<file path="src/hdl/ikey_pkg.sv">
// ----------------------------------------------------------------------------
// ikey_pkg
// Shared types and codes for the iambic Morse keyer.
// ----------------------------------------------------------------------------
package ikey_pkg;

  typedef enum logic [1:0] {
    PH_IDLE  = 2'd0,
    PH_MARK  = 2'd1,
    PH_SPACE = 2'd2
  } phase_t;

  localparam int unsigned UNITS_W = 3;
  localparam int unsigned CFG_IDX_W = 3;

  localparam logic [CFG_IDX_W-1:0] CFG_TX_ENABLE = 3'd0;
  localparam logic [CFG_IDX_W-1:0] CFG_TUNE_MODE = 3'd1;
  localparam logic [CFG_IDX_W-1:0] CFG_DIT_UNITS = 3'd2;
  localparam logic [CFG_IDX_W-1:0] CFG_DAH_UNITS = 3'd3;

  typedef struct packed {
    logic               tx_enable;
    logic               tune_mode;
    logic [UNITS_W-1:0] dit_units;
    logic [UNITS_W-1:0] dah_units;
  } cfg_t;

  typedef struct packed {
    logic qsk_restart;
    logic iambic_active;
    logic tr_transmit;
    logic sidetone_on;
    logic key_out;
  } result_t;

endpackage

</file>
<file path="src/hdl/ikey_core.sv">
// ----------------------------------------------------------------------------
// ikey_core
// Element sequencer: advances the keyer state by one tick per accepted request
// and produces that tick's result.
// ----------------------------------------------------------------------------
module ikey_core (
  input  logic                    clk,
  input  logic                    rst_n,
  input  logic                    step,
  input  logic                    dit_pressed,
  input  logic                    dah_pressed,
  input  ikey_pkg::cfg_t          cfg,
  output ikey_pkg::result_t       res
);

  ikey_pkg::phase_t                 phase_r, phase_nxt;
  logic [ikey_pkg::UNITS_W-1:0]     units_r, units_nxt;
  logic                             is_dah_r, is_dah_nxt;
  logic                             sq_r, sq_nxt;
  logic                             keyed_r, keyed_nxt;

  logic                             tune;
  logic                             any_press;
  logic                             both_press;
  logic                             start_dah;
  logic [ikey_pkg::UNITS_W-1:0]     len_raw;
  logic [ikey_pkg::UNITS_W-1:0]     len;
  logic [ikey_pkg::UNITS_W-1:0]     units_dec;
  logic                             mark;
  logic                             key;

  assign tune       = cfg.tx_enable & cfg.tune_mode;
  assign any_press  = dit_pressed | dah_pressed;
  assign both_press = dit_pressed & dah_pressed;
  assign start_dah  = both_press ? ~is_dah_r : dah_pressed;
  assign len_raw    = start_dah ? cfg.dah_units : cfg.dit_units;
  assign len        = (len_raw == '0) ? ikey_pkg::UNITS_W'(1) : len_raw;
  assign units_dec  = (units_r != '0) ? units_r - ikey_pkg::UNITS_W'(1) : units_r;

  // Next-state logic.
  always_comb begin
    phase_nxt  = phase_r;
    units_nxt  = units_r;
    is_dah_nxt = is_dah_r;
    sq_nxt     = sq_r;
    if (tune) begin
      phase_nxt = ikey_pkg::PH_IDLE;
      units_nxt = '0;
    end else begin
      unique case (phase_r)
        ikey_pkg::PH_IDLE: begin
          if (any_press) begin
            is_dah_nxt = start_dah;
            sq_nxt     = both_press;
            units_nxt  = len - ikey_pkg::UNITS_W'(1);
            phase_nxt  = (len == ikey_pkg::UNITS_W'(1)) ? ikey_pkg::PH_SPACE
                                                         : ikey_pkg::PH_MARK;
          end else begin
            sq_nxt = 1'b0;
          end
        end
        ikey_pkg::PH_MARK: begin
          units_nxt = units_dec;
          if (units_dec == '0) begin
            phase_nxt = ikey_pkg::PH_SPACE;
          end
        end
        default: begin
          phase_nxt = ikey_pkg::PH_IDLE;
          units_nxt = '0;
        end
      endcase
    end
  end

  // Output logic.
  always_comb begin
    unique case (phase_r)
      ikey_pkg::PH_IDLE: mark = any_press;
      ikey_pkg::PH_MARK: mark = 1'b1;
      default:           mark = 1'b0;
    endcase
    key = tune | (mark & cfg.tx_enable);
    res.key_out       = key;
    res.tr_transmit   = key;
    res.sidetone_on   = tune | mark;
    res.iambic_active = ~tune & sq_nxt;
    res.qsk_restart   = keyed_r & ~key;
    keyed_nxt         = key;
  end

  always_ff @(posedge clk) begin
    if (!rst_n) begin
      phase_r  <= ikey_pkg::PH_IDLE;
      units_r  <= '0;
      is_dah_r <= 1'b0;
      sq_r     <= 1'b0;
      keyed_r  <= 1'b0;
    end else if (step) begin
      phase_r  <= phase_nxt;
      units_r  <= units_nxt;
      is_dah_r <= is_dah_nxt;
      sq_r     <= sq_nxt;
      keyed_r  <= keyed_nxt;
    end
  end

endmodule

</file>
<file path="src/hdl/ikey_out_reg.sv">
// ----------------------------------------------------------------------------
// ikey_out_reg
// Result register: holds one result until the receiver takes it.
// ----------------------------------------------------------------------------
module ikey_out_reg (
  input  logic               clk,
  input  logic               rst_n,
  input  logic               load,
  input  ikey_pkg::result_t  load_data,
  output logic               can_load,
  output logic               out_tvalid,
  input  logic               out_tready,
  output ikey_pkg::result_t  out_data
);

  logic              valid_r, valid_nxt;
  ikey_pkg::result_t data_r;

  // A new result may enter whenever the slot is empty or is being emptied.
  assign can_load  = ~valid_r | out_tready;
  assign valid_nxt = load | (valid_r & ~out_tready);

  always_ff @(posedge clk) begin
    if (!rst_n) begin
      valid_r <= 1'b0;
    end else begin
      valid_r <= valid_nxt;
    end
  end

  always_ff @(posedge clk) begin
    if (load) begin
      data_r <= load_data;
    end
  end

  assign out_tvalid = valid_r;
  assign out_data   = data_r;

endmodule

</file>
<file path="src/hdl/iambic_morse_keyer_top.sv">
// ----------------------------------------------------------------------------
// iambic_morse_keyer_top
// Iambic Morse paddle keyer advanced by one tick request per Morse time unit.
// ----------------------------------------------------------------------------
// Each request on the in_ stream is one time-unit tick carrying the paddle
// levels, and it produces exactly one result request on the out_ stream with
// the key, sidetone, TR switch, iambic flag and QSK restart for that tick.
// The keyer state is updated in the cycle the tick is accepted and the result
// lands in an output register, so out_tvalid rises in the cycle after
// acceptance. Throughput is one tick per cycle; the only limit is the single
// result register, which accepts a new tick in the same cycle its old result
// is taken. When the receiver stalls, in_tready drops once the result register
// is full and rises again as soon as out_tready returns.
// The cfg_ channel writes the four registers (tx enable, tune mode, dit and
// dah mark lengths) by index and is always ready; unknown indexes are ignored.
// Registers are meant to be written only while no tick is in flight.
// Reset (rst_n low, synchronous) clears the sequencer to idle with the key up,
// empties the result register and loads the register defaults: tx disabled,
// tune off, one-tick dit and three-tick dah.
// ----------------------------------------------------------------------------
module iambic_morse_keyer_top (
  input  logic       clk,
  input  logic       rst_n,
  // in_tdata fields from bit 0 up: dit_pressed, dah_pressed, zero fill
  input  logic       in_tvalid,
  output logic       in_tready,
  input  logic [7:0] in_tdata,
  // out_tdata fields from bit 0 up: key_out, sidetone_on, tr_transmit,
  // iambic_active, qsk_restart, zero fill
  output logic       out_tvalid,
  input  logic       out_tready,
  output logic [7:0] out_tdata,
  input  logic       cfg_valid,
  output logic       cfg_ready,
  input  logic [2:0] cfg_index,
  input  logic [2:0] cfg_wdata
);

  ikey_pkg::cfg_t    cfg_r;
  ikey_pkg::result_t res;
  ikey_pkg::result_t out_res;
  logic              can_load;
  logic              in_accept;
  logic              cfg_write;

  assign cfg_ready = 1'b1;
  assign cfg_write = cfg_valid & cfg_ready;

  // Configuration registers.
  always_ff @(posedge clk) begin
    if (!rst_n) begin
      cfg_r.tx_enable <= 1'b0;
      cfg_r.tune_mode <= 1'b0;
      cfg_r.dit_units <= ikey_pkg::UNITS_W'(1);
      cfg_r.dah_units <= ikey_pkg::UNITS_W'(3);
    end else if (cfg_write) begin
      unique case (cfg_index)
        ikey_pkg::CFG_TX_ENABLE: cfg_r.tx_enable <= cfg_wdata[0];
        ikey_pkg::CFG_TUNE_MODE: cfg_r.tune_mode <= cfg_wdata[0];
        ikey_pkg::CFG_DIT_UNITS: cfg_r.dit_units <= cfg_wdata;
        ikey_pkg::CFG_DAH_UNITS: cfg_r.dah_units <= cfg_wdata;
        default: ;
      endcase
    end
  end

  assign in_tready = can_load;
  assign in_accept = in_tvalid & in_tready;

  ikey_core u_core (
    .clk         (clk),
    .rst_n       (rst_n),
    .step        (in_accept),
    .dit_pressed (in_tdata[0]),
    .dah_pressed (in_tdata[1]),
    .cfg         (cfg_r),
    .res         (res)
  );

  ikey_out_reg u_out (
    .clk        (clk),
    .rst_n      (rst_n),
    .load       (in_accept),
    .load_data  (res),
    .can_load   (can_load),
    .out_tvalid (out_tvalid),
    .out_tready (out_tready),
    .out_data   (out_res)
  );

  assign out_tdata = {3'b000, out_res.qsk_restart, out_res.iambic_active,
                      out_res.tr_transmit, out_res.sidetone_on, out_res.key_out};

endmodule
</file>
<file path="config.mk">
export PLATFORM = sky130hd
export DESIGN_NAME = iambic_morse_keyer_top
export DESIGN_NICKNAME = d
export VERILOG_FILES = /design/src/hdl/ikey_pkg.sv /design/src/hdl/ikey_core.sv /design/src/hdl/ikey_out_reg.sv /design/src/hdl/iambic_morse_keyer_top.sv
export SDC_FILE = /design/constraint.sdc
export NUM_CORES = 1
export LEC_CHECK = 0
export BUFFER_PORTS_ARGS = -buffer_cell sky130_fd_sc_hd__buf_4
export CORE_MARGIN = 10
export CORE_UTILIZATION = 25
export DETAILED_ROUTE_END_ITERATION = 10
export PLACE_DENSITY = 0.55
export SLEW_MARGIN = 0
export SYNTH_ARGS = -nofsm -noshare
export SYNTH_HDL_FRONTEND = slang
export SYNTH_SLANG_ARGS = --single-unit
</file>
<file path="constraint.sdc">
create_clock -name clk -period 3.95 [get_ports clk]
set_clock_uncertainty 0.05 [all_clocks]
set_input_delay 0.5925 -clock clk [delete_from_list [all_inputs] [get_ports clk]]
set_output_delay 0.5925 -clock clk [all_outputs]
set_load 0.02 [all_outputs]
</file>
==> results by stage, run 1 <==
Synthesis:
- The count of flip-flops with a built-in enable after synthesis is 4.
- The most used flip-flop cell after synthesis is sky130_fd_sc_hd__dfxtp_1.
- In this run the cell area of the synthesized design comes to 1175 um^2.
- sky130_fd_sc_hd__dfxtp_1 takes more of the synthesized area than any other cell.
- The synthesized area per cell is approximately 9.5 um^2.
- The number of flip-flops and latches in the synthesized netlist is 21.
- By instance count, the leading cell after synthesis is sky130_fd_sc_hd__dfxtp_1.
- For this run, asynchronously set or reset flops after synthesis account for 0%.
- The share of Yosys cell area claimed by the top area cell type is 28.97%.
- The Yosys warning count is 0.
- The number of standard cells after synthesis is 124.
- Counting instances in the post-synthesis netlist gives the leading cell types as sky130_fd_sc_hd__dfxtp_1 (17), sky130_fd_sc_hd__mux2i_1 (14), sky130_fd_sc_hd__inv_1 (10), sky130_fd_sc_hd__nor2_1 (10), sky130_fd_sc_hd__nand2_1 (8).
- Synthesis instantiated 42 different standard cells from the library.
- After synthesis, the cell types taking the most area are sky130_fd_sc_hd__dfxtp_1 (29%), sky130_fd_sc_hd__mux2i_1 (12%), sky130_fd_sc_hd__edfxtp_1 (10%).
- After synthesis, flip-flops and latches occupy 39.19% of the total area.

STA:
- Setup repair after global routing left no endpoint under its margin.
- The post-layout worst setup margin is 2.034 ns.
- The final critical-path share of the clock period is 48.51%.
- Counting I/O delays and the setup requirement, the final critical path takes 1.916 ns.
- The final max-slew violation count is 0.
- The maximum clock rate is ~520 MHz.
- Setup total negative slack on the finished layout was measured at 0 ns.
- The hold violation count in the final report was 0.
- The tightest hold path in the finished design has a slack of 0.4247 ns.
- The count of final setup violators is 0.

Final layout:
- The diode insertion count for antenna repair is 0.
- The share of layout cells above drive strength 1 is 21.13%.
- The number of fillers in the final layout is 478.
- The multi-input combinational cells in the finished layout cover a total of 638.1 um^2.
- After the last flow step, the layout net total stands at approximately 170.
- In the final layout, flip-flops and latches occupy 460.4 um^2.
- The post-synthesis to final-layout area growth is 18.53%.
- The finished layout holds ~190 standard cells, fillers aside.

Critical path:
- STA classifies the critical path startpoint as a flop.
- Walking the worst path, the cells encountered are inv_1, ha_1, inv_1, ha_1, or4b_1, o31ai_1, a2bb2oi_1, a21oi_1.
- On the worst path, the slowest cell contributes a delay of 0.47 ns.
- The cell with the largest stage delay on the worst path is sky130_fd_sc_hd__or4b_1.
- At the worst endpoint, the arrival time is 2.00 ns.
- The setup path with the least slack is of type reg -> reg.
- The required time of the critical path is 4.03 ns.
- The critical path contains buffers and inverters numbering 2 combined.
- In this design, the largest share of critical-path delay is due to simple AND/OR/NAND/NOR gates.
- Along the worst path, the maximum fanout reaches 3.
- The worst setup path is captured at a flop.

Route:
- After detailed routing, the number of vias per cell comes to 4.784.
- Before antenna repair, the detailed router went through 4 iterations.
- Once detail routing completed, the nets flagged for antenna violations numbered 0.
- For this block, the initial DRC count from the detailed router was 46.
- The wire length per cell is 13.43 um.
- The detailed-route via count is 928.
- In the routed design, unresolved DRC markers number 0.
- Summed over all layers, the routed wires come to approximately 2600 um.

Global routing:
- Summed over all layers, the global routing overflow is 0.
- For this run, the total global-route usage over all layers was measured as 6.846%.
- The wire length of the first global-routing pass is 4229 um.
- The via count of the first global-routing pass is 945.
- Entering global routing, the biggest net connects 15 pins.
- The number of antenna violations at the first check in global routing was 0.

Floorplanning:
- The top-level port count is 30.
- The die outline area is 7841 um^2.
- The initial core utilization is 26.44%.
- The die extent in y is 88.55 um.
- The die is 88.55 um wide.
- The region available for standard cell placement spans 4444 um^2.
- The floorplan has 24 rows.

CTS:
- The quantity of gates resized following cts is 0.
- Buffers added to address setup during post-CTS repair amount to 0.
- The root buffer cell is sky130_fd_sc_hd__clkbuf_8.
- The clock sink count is 21.
- CTS built an H-tree with a depth of 1.
- TritonCTS built the clock tree.
- For this design, the CTS-stage hold fixing added 0 buffers.
- The clock latency at the later pin of the worst-skew pair is ~0.27 ns.
- The longest clock path from root to sink contains 2 buffers.
- The clock-pin slew reported for the worst setup and hold paths after clock tree synthesis is 0.07 ns.
- The total CTS buffers is 3.

Power:
- In this run the static leakage power is about 0.6 nW.
- The power density of the placed cells is roughly 340 nW/um^2.
- The highest ir drop seen on vdd is around 110 uV.

Run:
- The max-cap check violation count is 0.

Worst hold path:
- The class of the tightest hold or removal check is reg -> reg.

Placement:
- Once detailed placement completed, the half-perimeter wirelength came to 2110 um.
- At the end of routability-driven placement, the weighted congestion stood at 0.8579.
- The placed instance count is 190.
- The count of port buffers added during placement is 19.
- The pre-CTS setup slack is 1.876 ns.

Status:
- The flow ran to the end, and the final reports show no timing, DRC or antenna violations.
## placed cells by master (no fill, tap or decap), types with 2 or more instances in the layout
| cell type | count |
|---|---|
| sky130_fd_sc_hd__buf_4 | 19 |
| sky130_fd_sc_hd__o21bai_1 | 2 |
| sky130_fd_sc_hd__edfxtp_1 | 4 |
| sky130_fd_sc_hd__inv_1 | 10 |
| sky130_fd_sc_hd__conb_1 | 4 |
| sky130_fd_sc_hd__dfxtp_1 | 17 |
| sky130_fd_sc_hd__nand4b_1 | 2 |
| sky130_fd_sc_hd__clkbuf_8 | 3 |
| sky130_fd_sc_hd__nand2_1 | 8 |
| sky130_fd_sc_hd__nand2b_1 | 4 |
| sky130_fd_sc_hd__nand4_1 | 2 |
| sky130_fd_sc_hd__mux2i_1 | 14 |
| sky130_fd_sc_hd__a21oi_1 | 6 |
| sky130_fd_sc_hd__nor2_1 | 10 |
| sky130_fd_sc_hd__o31ai_1 | 3 |
| sky130_fd_sc_hd__ha_1 | 5 |
| sky130_fd_sc_hd__nand3_1 | 4 |
## kinds of logic after synthesis
group / after synthesis / synth area share, %
AND/OR/NAND/NOR: 40 / 19.06
buffers and inverters: 17 / 7.135
AO/OA/AOI/OAI: 24 / 15.98
other: 2 / 0.6392
flip-flops: 21 / 39.19
multiplexers: 14 / 11.93
XOR/XNOR: 1 / 0.7456
adder cells (fa/ha/maj): 5 / 5.325
## tightest hold or removal path: cells and delay by family (launching register included)
family | cells | cell delay (ns)
and+or+nand+nor | 1 | 0.06
DFF | 1 | 0.31
AOI/OAI and AO/OA | 1 | 0.06
## report_power, final
group / internal, mW / switching (mW) / leakage [nW]
combinational: 0.0406 / 0.0487 / 0.402
sequential: 0.228 / 0.00944 / 0.178
clock: 0.0713 / 0.0730 / 0.0217
total: 0.340 / 0.131 / 0.601
## worst paths after layout
check	from	end	slack [ns]	cells after the start
max reg2reg	u_core.units_r[0]	u_core.phase_r[0]	2.03	8
min	u_core.keyed_r	u_core.keyed_r	0.42	2
min reg2reg	u_core.keyed_r	u_core.keyed_r	0.42	2
max	u_core.units_r[0]	u_core.phase_r[0]	2.03	8
## final cells by class
class / count / share of cell area, %
clock inverters: 1 / 0.5391
multi-input cells: 88 / 45.82
clock buffers: 3 / 2.965
repair buffers: 19 / 10.24
well taps: 52 / 4.672
inverters: 10 / 2.695
flip-flops and latches: 21 / 33.06
## metal layers
metal  global-route usage [%]  up-vias  part of all wire (%)
met5                        0        -                     0
met4                    4.846        0                   2.0
met3                    1.379        5                   3.4
met2                    11.86       19                    52
met1                    7.317      437                    43
li1                         -      467                     -
## registers in the layout, indices dropped and copies added (netlist names)
name / cells
cfg_r: 8
u_out.out_data: 4
u_core.units_r: 3
u_core.phase_r: 2
u_core.is_dah_r: 1
u_core.keyed_r: 1
u_core.sq_r: 1
u_out.out_tvalid: 1
## metrics by stage
| stage | utilization, % | power (mW) | instance area, um^2 |
|---|---|---|---|
| final | 31.33 | 0.4716 | 1393 |
| after global routing | 31.33 | 0.4954 | 1393 |
| after CTS | 31.33 | 0.4787 | 1393 |
| after detailed placement | 30.24 | 0.3323 | 1344 |
| after global placement | 30.24 | 0.3295 | 1344 |
| after floorplan | - | 0.3032 | 1182 |
Power figures use the tool's default switching activity.
==> run 2, diff against run 1 <==
clock period = 1.8 ns   (was 3.95 ns; I/O delays follow)
==> run 2 against run 1 <==
  * Register-to-register slack worse by 2.0 ns
  * Global-route usage is 0.90 points higher
  * Fmax is 8.6% higher
  * Sequential cell count stayed put
  * First-iteration DRC count is 26% higher
  * Sequential share of layout area is 2.8 points lower
  * Largest cell class unchanged
==> results by stage, run 2 (same netlist as run 1, synthesis figures left out) <==
Worst hold path:
- The number of cells traversed by the worst hold path is 3 (+1).
- In this run the worst hold path is classified as in -> reg.
- The terminating pin of the worst hold path is cfg_r[1].
- In this run the most critical hold path is launched from cfg_wdata[1].

Placement:
- The placed instance count was 194 (+2.1%).
- The routability congestion estimate from global placement is 0.8515 (-0.75%).
- The count of port buffers added during placement is 19 (unchanged).
- The placed wire-length estimate is 2213 um (+4.8%).

Route:
- The number of design-rule violations left by the first detailed-router iteration is 58 (+26%).
- The wire length per cell came to 14.70 um (+9.4%).
- The routed via count divided by cell count was 4.902 (+2.5%).
- The total wirelength of the detailed-routed design came to 2999 um (+15%).
- The detailed-routing iteration count for the pre-antenna-repair pass is 4 (unchanged).
- The detailed-route via count is 1000 (+7.8%).
- The antenna violation net count after detailed routing came to 0 (unchanged).
- The total DRC errors in the routed layout is 0 (unchanged).

Floorplanning:
- The initial core utilization is 26.44% (unchanged).
- The top-level port count is 30 (unchanged).
- The number of rows in the core area is 24 (unchanged).
- The die extent in y is 88.55 um (unchanged).
- The floorplan die width is 88.55 um (unchanged).
- The core footprint was 4444 um^2 (unchanged).
- The die outline area came to 7841 um^2 (unchanged).

Global routing:
- The via count of the first global-routing pass came to 1016 (+7.5%).
- The maximum number of pins on one net before global-route repair came to 15 (unchanged).
- The wire length of the first global-routing pass is 4740 um (+12%).
- The aggregate global-route resource usage is 7.742% (+0.90 points).
- The total overflow reported by the global router was 0 (unchanged).
- The number of antenna violations at the first check in global routing is 0 (unchanged).

Final layout:
- Leaving out fill and tap cells, the most frequent cells in the layout are sky130_fd_sc_hd__buf_4 (29), sky130_fd_sc_hd__dfxtp_1 (15), sky130_fd_sc_hd__mux2i_1 (14).
- The footprint of the multi-input gates is 699.4 um^2 (+9.6%).
- The library cell used most frequently in the layout, excluding fill and tap cells, is sky130_fd_sc_hd__buf_4.
- The final standard cell count with taps included and fillers excluded came to 204 (+5.2%).
- The flip-flop count of the largest register after layout was 8 (unchanged).
- The layout net count came to 177 (+6.0%).
- The largest register by flop count is cfg_r.
- The diode insertion count for antenna repair came to 0 (unchanged).
- The post-synthesis to final-layout area growth is 30.14%.
- The storage element area was 462.9 um^2 (+0.54%).
- The number of fillers in the final layout was 452 (-5.4%).
- The share of layout cells above drive strength 1 came to 33.55% (+12 points).

Power:
- The power density of the placed cells came to 702.1 nW/um^2 (+110%).
- The leakage power of the design is 0.6542 nW (+8.8%).
- The proportion of total power due to net switching is 28.33% (+0.51 points).
- The internal portion of total power is 0.7694 mW (+130%).
- The combinational group share of total power is 22.0% (+3.0 points).
- The net switching power came to 0.3041 mW (+130%).
- The highest ir drop seen on vdd is 244.4 uV (+130%).
- The clock group share of total power is 29.3% (-1.3 points).
- The portion of total power attributed to sequential cells is 48.7% (-1.7 points).

CTS:
- The buffer depth of the longest clock path is 2 (unchanged).
- The clock-pin slew reported for the worst setup and hold paths after clock tree synthesis is 0.08 ns (about the same).
- The depth of the CTS H-tree is 1 (unchanged).
- The clock sink count came to 21 (unchanged).
- The CTS tree is yes.
- The total CTS buffers is 3 (unchanged).
- The number of buffers inserted by hold repair at cts is 0 (unchanged).
- The root buffer cell is sky130_fd_sc_hd__clkbuf_8.
- The clock latency at the later pin of the worst-skew pair was 0.26 ns (about the same).

Critical path:
- The type of origin of the critical path is a flop.
- The biggest cell delay along the critical path is 0.52 ns (+0.05 ns).
- The worst setup path category is reg -> reg.
- The maximum fanout encountered on the critical timing path was 2 (-1).
- In this run the critical register-to-register path is launched from u_core.units_r[0].
- Among all stages on the critical path, the largest delay is contributed by sky130_fd_sc_hd__or4b_4.
- The signal on the critical path passes through inv_2, ha_4, inv_2, ha_4, or4b_4, o31ai_4, a2bb2oi_2, a21oi_1.
- The worst setup path is captured at a flop.
- The required time of the critical path was 1.89 ns (-2.14 ns).
- The data arrival time of the critical path is 1.85 ns (-0.15 ns).
- The slack of the worst reg-to-reg path is 0.04 ns (-2.00 ns).
- The endpoint identified for the worst register-to-register timing path is u_core.phase_r[0].
- The number of cells traversed by the worst register-to-register path was 8 (unchanged).

Run:
- The max-cap check violation count is 0 (unchanged).

STA:
- The final critical-path share of the clock period is 98.00% (+49 points).
- The count of final setup violators is 0 (unchanged).
- The maximum clock rate is 566.9 MHz (+8.6%).
- The final critical-path required period is 1.764 ns (-0.1521 ns).
- The final max-slew violation count was 0 (unchanged).
- The hold violation count in the final report was 0 (unchanged).
- The setup total negative slack was 0 ns (unchanged).

Status:
- The flow ran to the end, and the final reports show no timing, DRC or antenna violations.
[run 2: cell types whose count changed in the layout (fill, tap and decap cells not counted), sizes merged]
| cell | delta |
|---|---|
| clkinvlp | -1 |
| clkinv | +1 |
| buf | +10 |
[run 2: worst max path at each step]
stage                         to  slack [ns]         startpoint
3_3_place_gp   u_core.phase_r[0]        0.02  u_core.units_r[0]
5_1_grt        u_core.units_r[2]       -0.01  u_core.phase_r[0]
4_1_cts        u_core.phase_r[0]       0.002  u_core.units_r[1]
3_5_place_dp   u_core.phase_r[0]       -0.06  u_core.units_r[0]
6_report       u_core.phase_r[0]        0.04  u_core.units_r[0]
2_1_floorplan  u_core.phase_r[0]        0.07  u_core.units_r[0]
[run 2: critical path, delay by kind of cell, from the launching register on]
kind                       cells  cell delay (ns)
adders and majority gates      2             0.29
AOI/OAI and AO/OA              3             0.32
buffers and inverters          2             0.12
and+or+nand+nor                1             0.52
DFF                            1             0.34
[run 2: what timing repair did]
action	CTS	global route
gates resized for setup	10	5
pin swaps	4	5
buffers inserted	4	2
endpoints found under the setup margin	2	2
[run 2: power by group through the flow]
stage | clock network [mW] | registers, mW | logic, mW
floorplan | 0 | 0.535 | 0.131
global placement | 0 | 0.532 | 0.195
detailed placement | 0 | 0.532 | 0.201
CTS | 0.323 | 0.522 | 0.222
global route | 0.345 | 0.526 | 0.255
finish | 0.315 | 0.523 | 0.236
[run 2: stage by stage]
stage	utilization [%]	setup WS [ns]	power (mW)	instance area, um^2	hold slack [ns]
after floorplan	-	0.06549	0.6653	1182	0.2819
after detailed placement	30.91	-0.05889	0.7337	1374	0.4097
after CTS	33.42	0.001594	1.066	1485	0.1837
after global routing	34.40	-0.01366	1.127	1529	0.1863
final	34.40	0.03601	1.073	1529	0.1877
after global placement	30.91	0.02025	0.7269	1374	0.4029
[run 2: cell type report]
class / count / area share (%)
sequential: 21 / 30.28
multi-input combinational: 88 / 45.74
timing repair buffer: 29 / 14.24
tap: 52 / 4.255
clock buffer: 3 / 2.700
inverter: 10 / 2.455
clock inverter: 1 / 0.3273
[run 2: routing by layer]
layer	global-route usage, %	wire length, um
met4	4.699	76
met2	14.27	1593
met5	0	0
met1	8.030	1202
met3	1.287	127
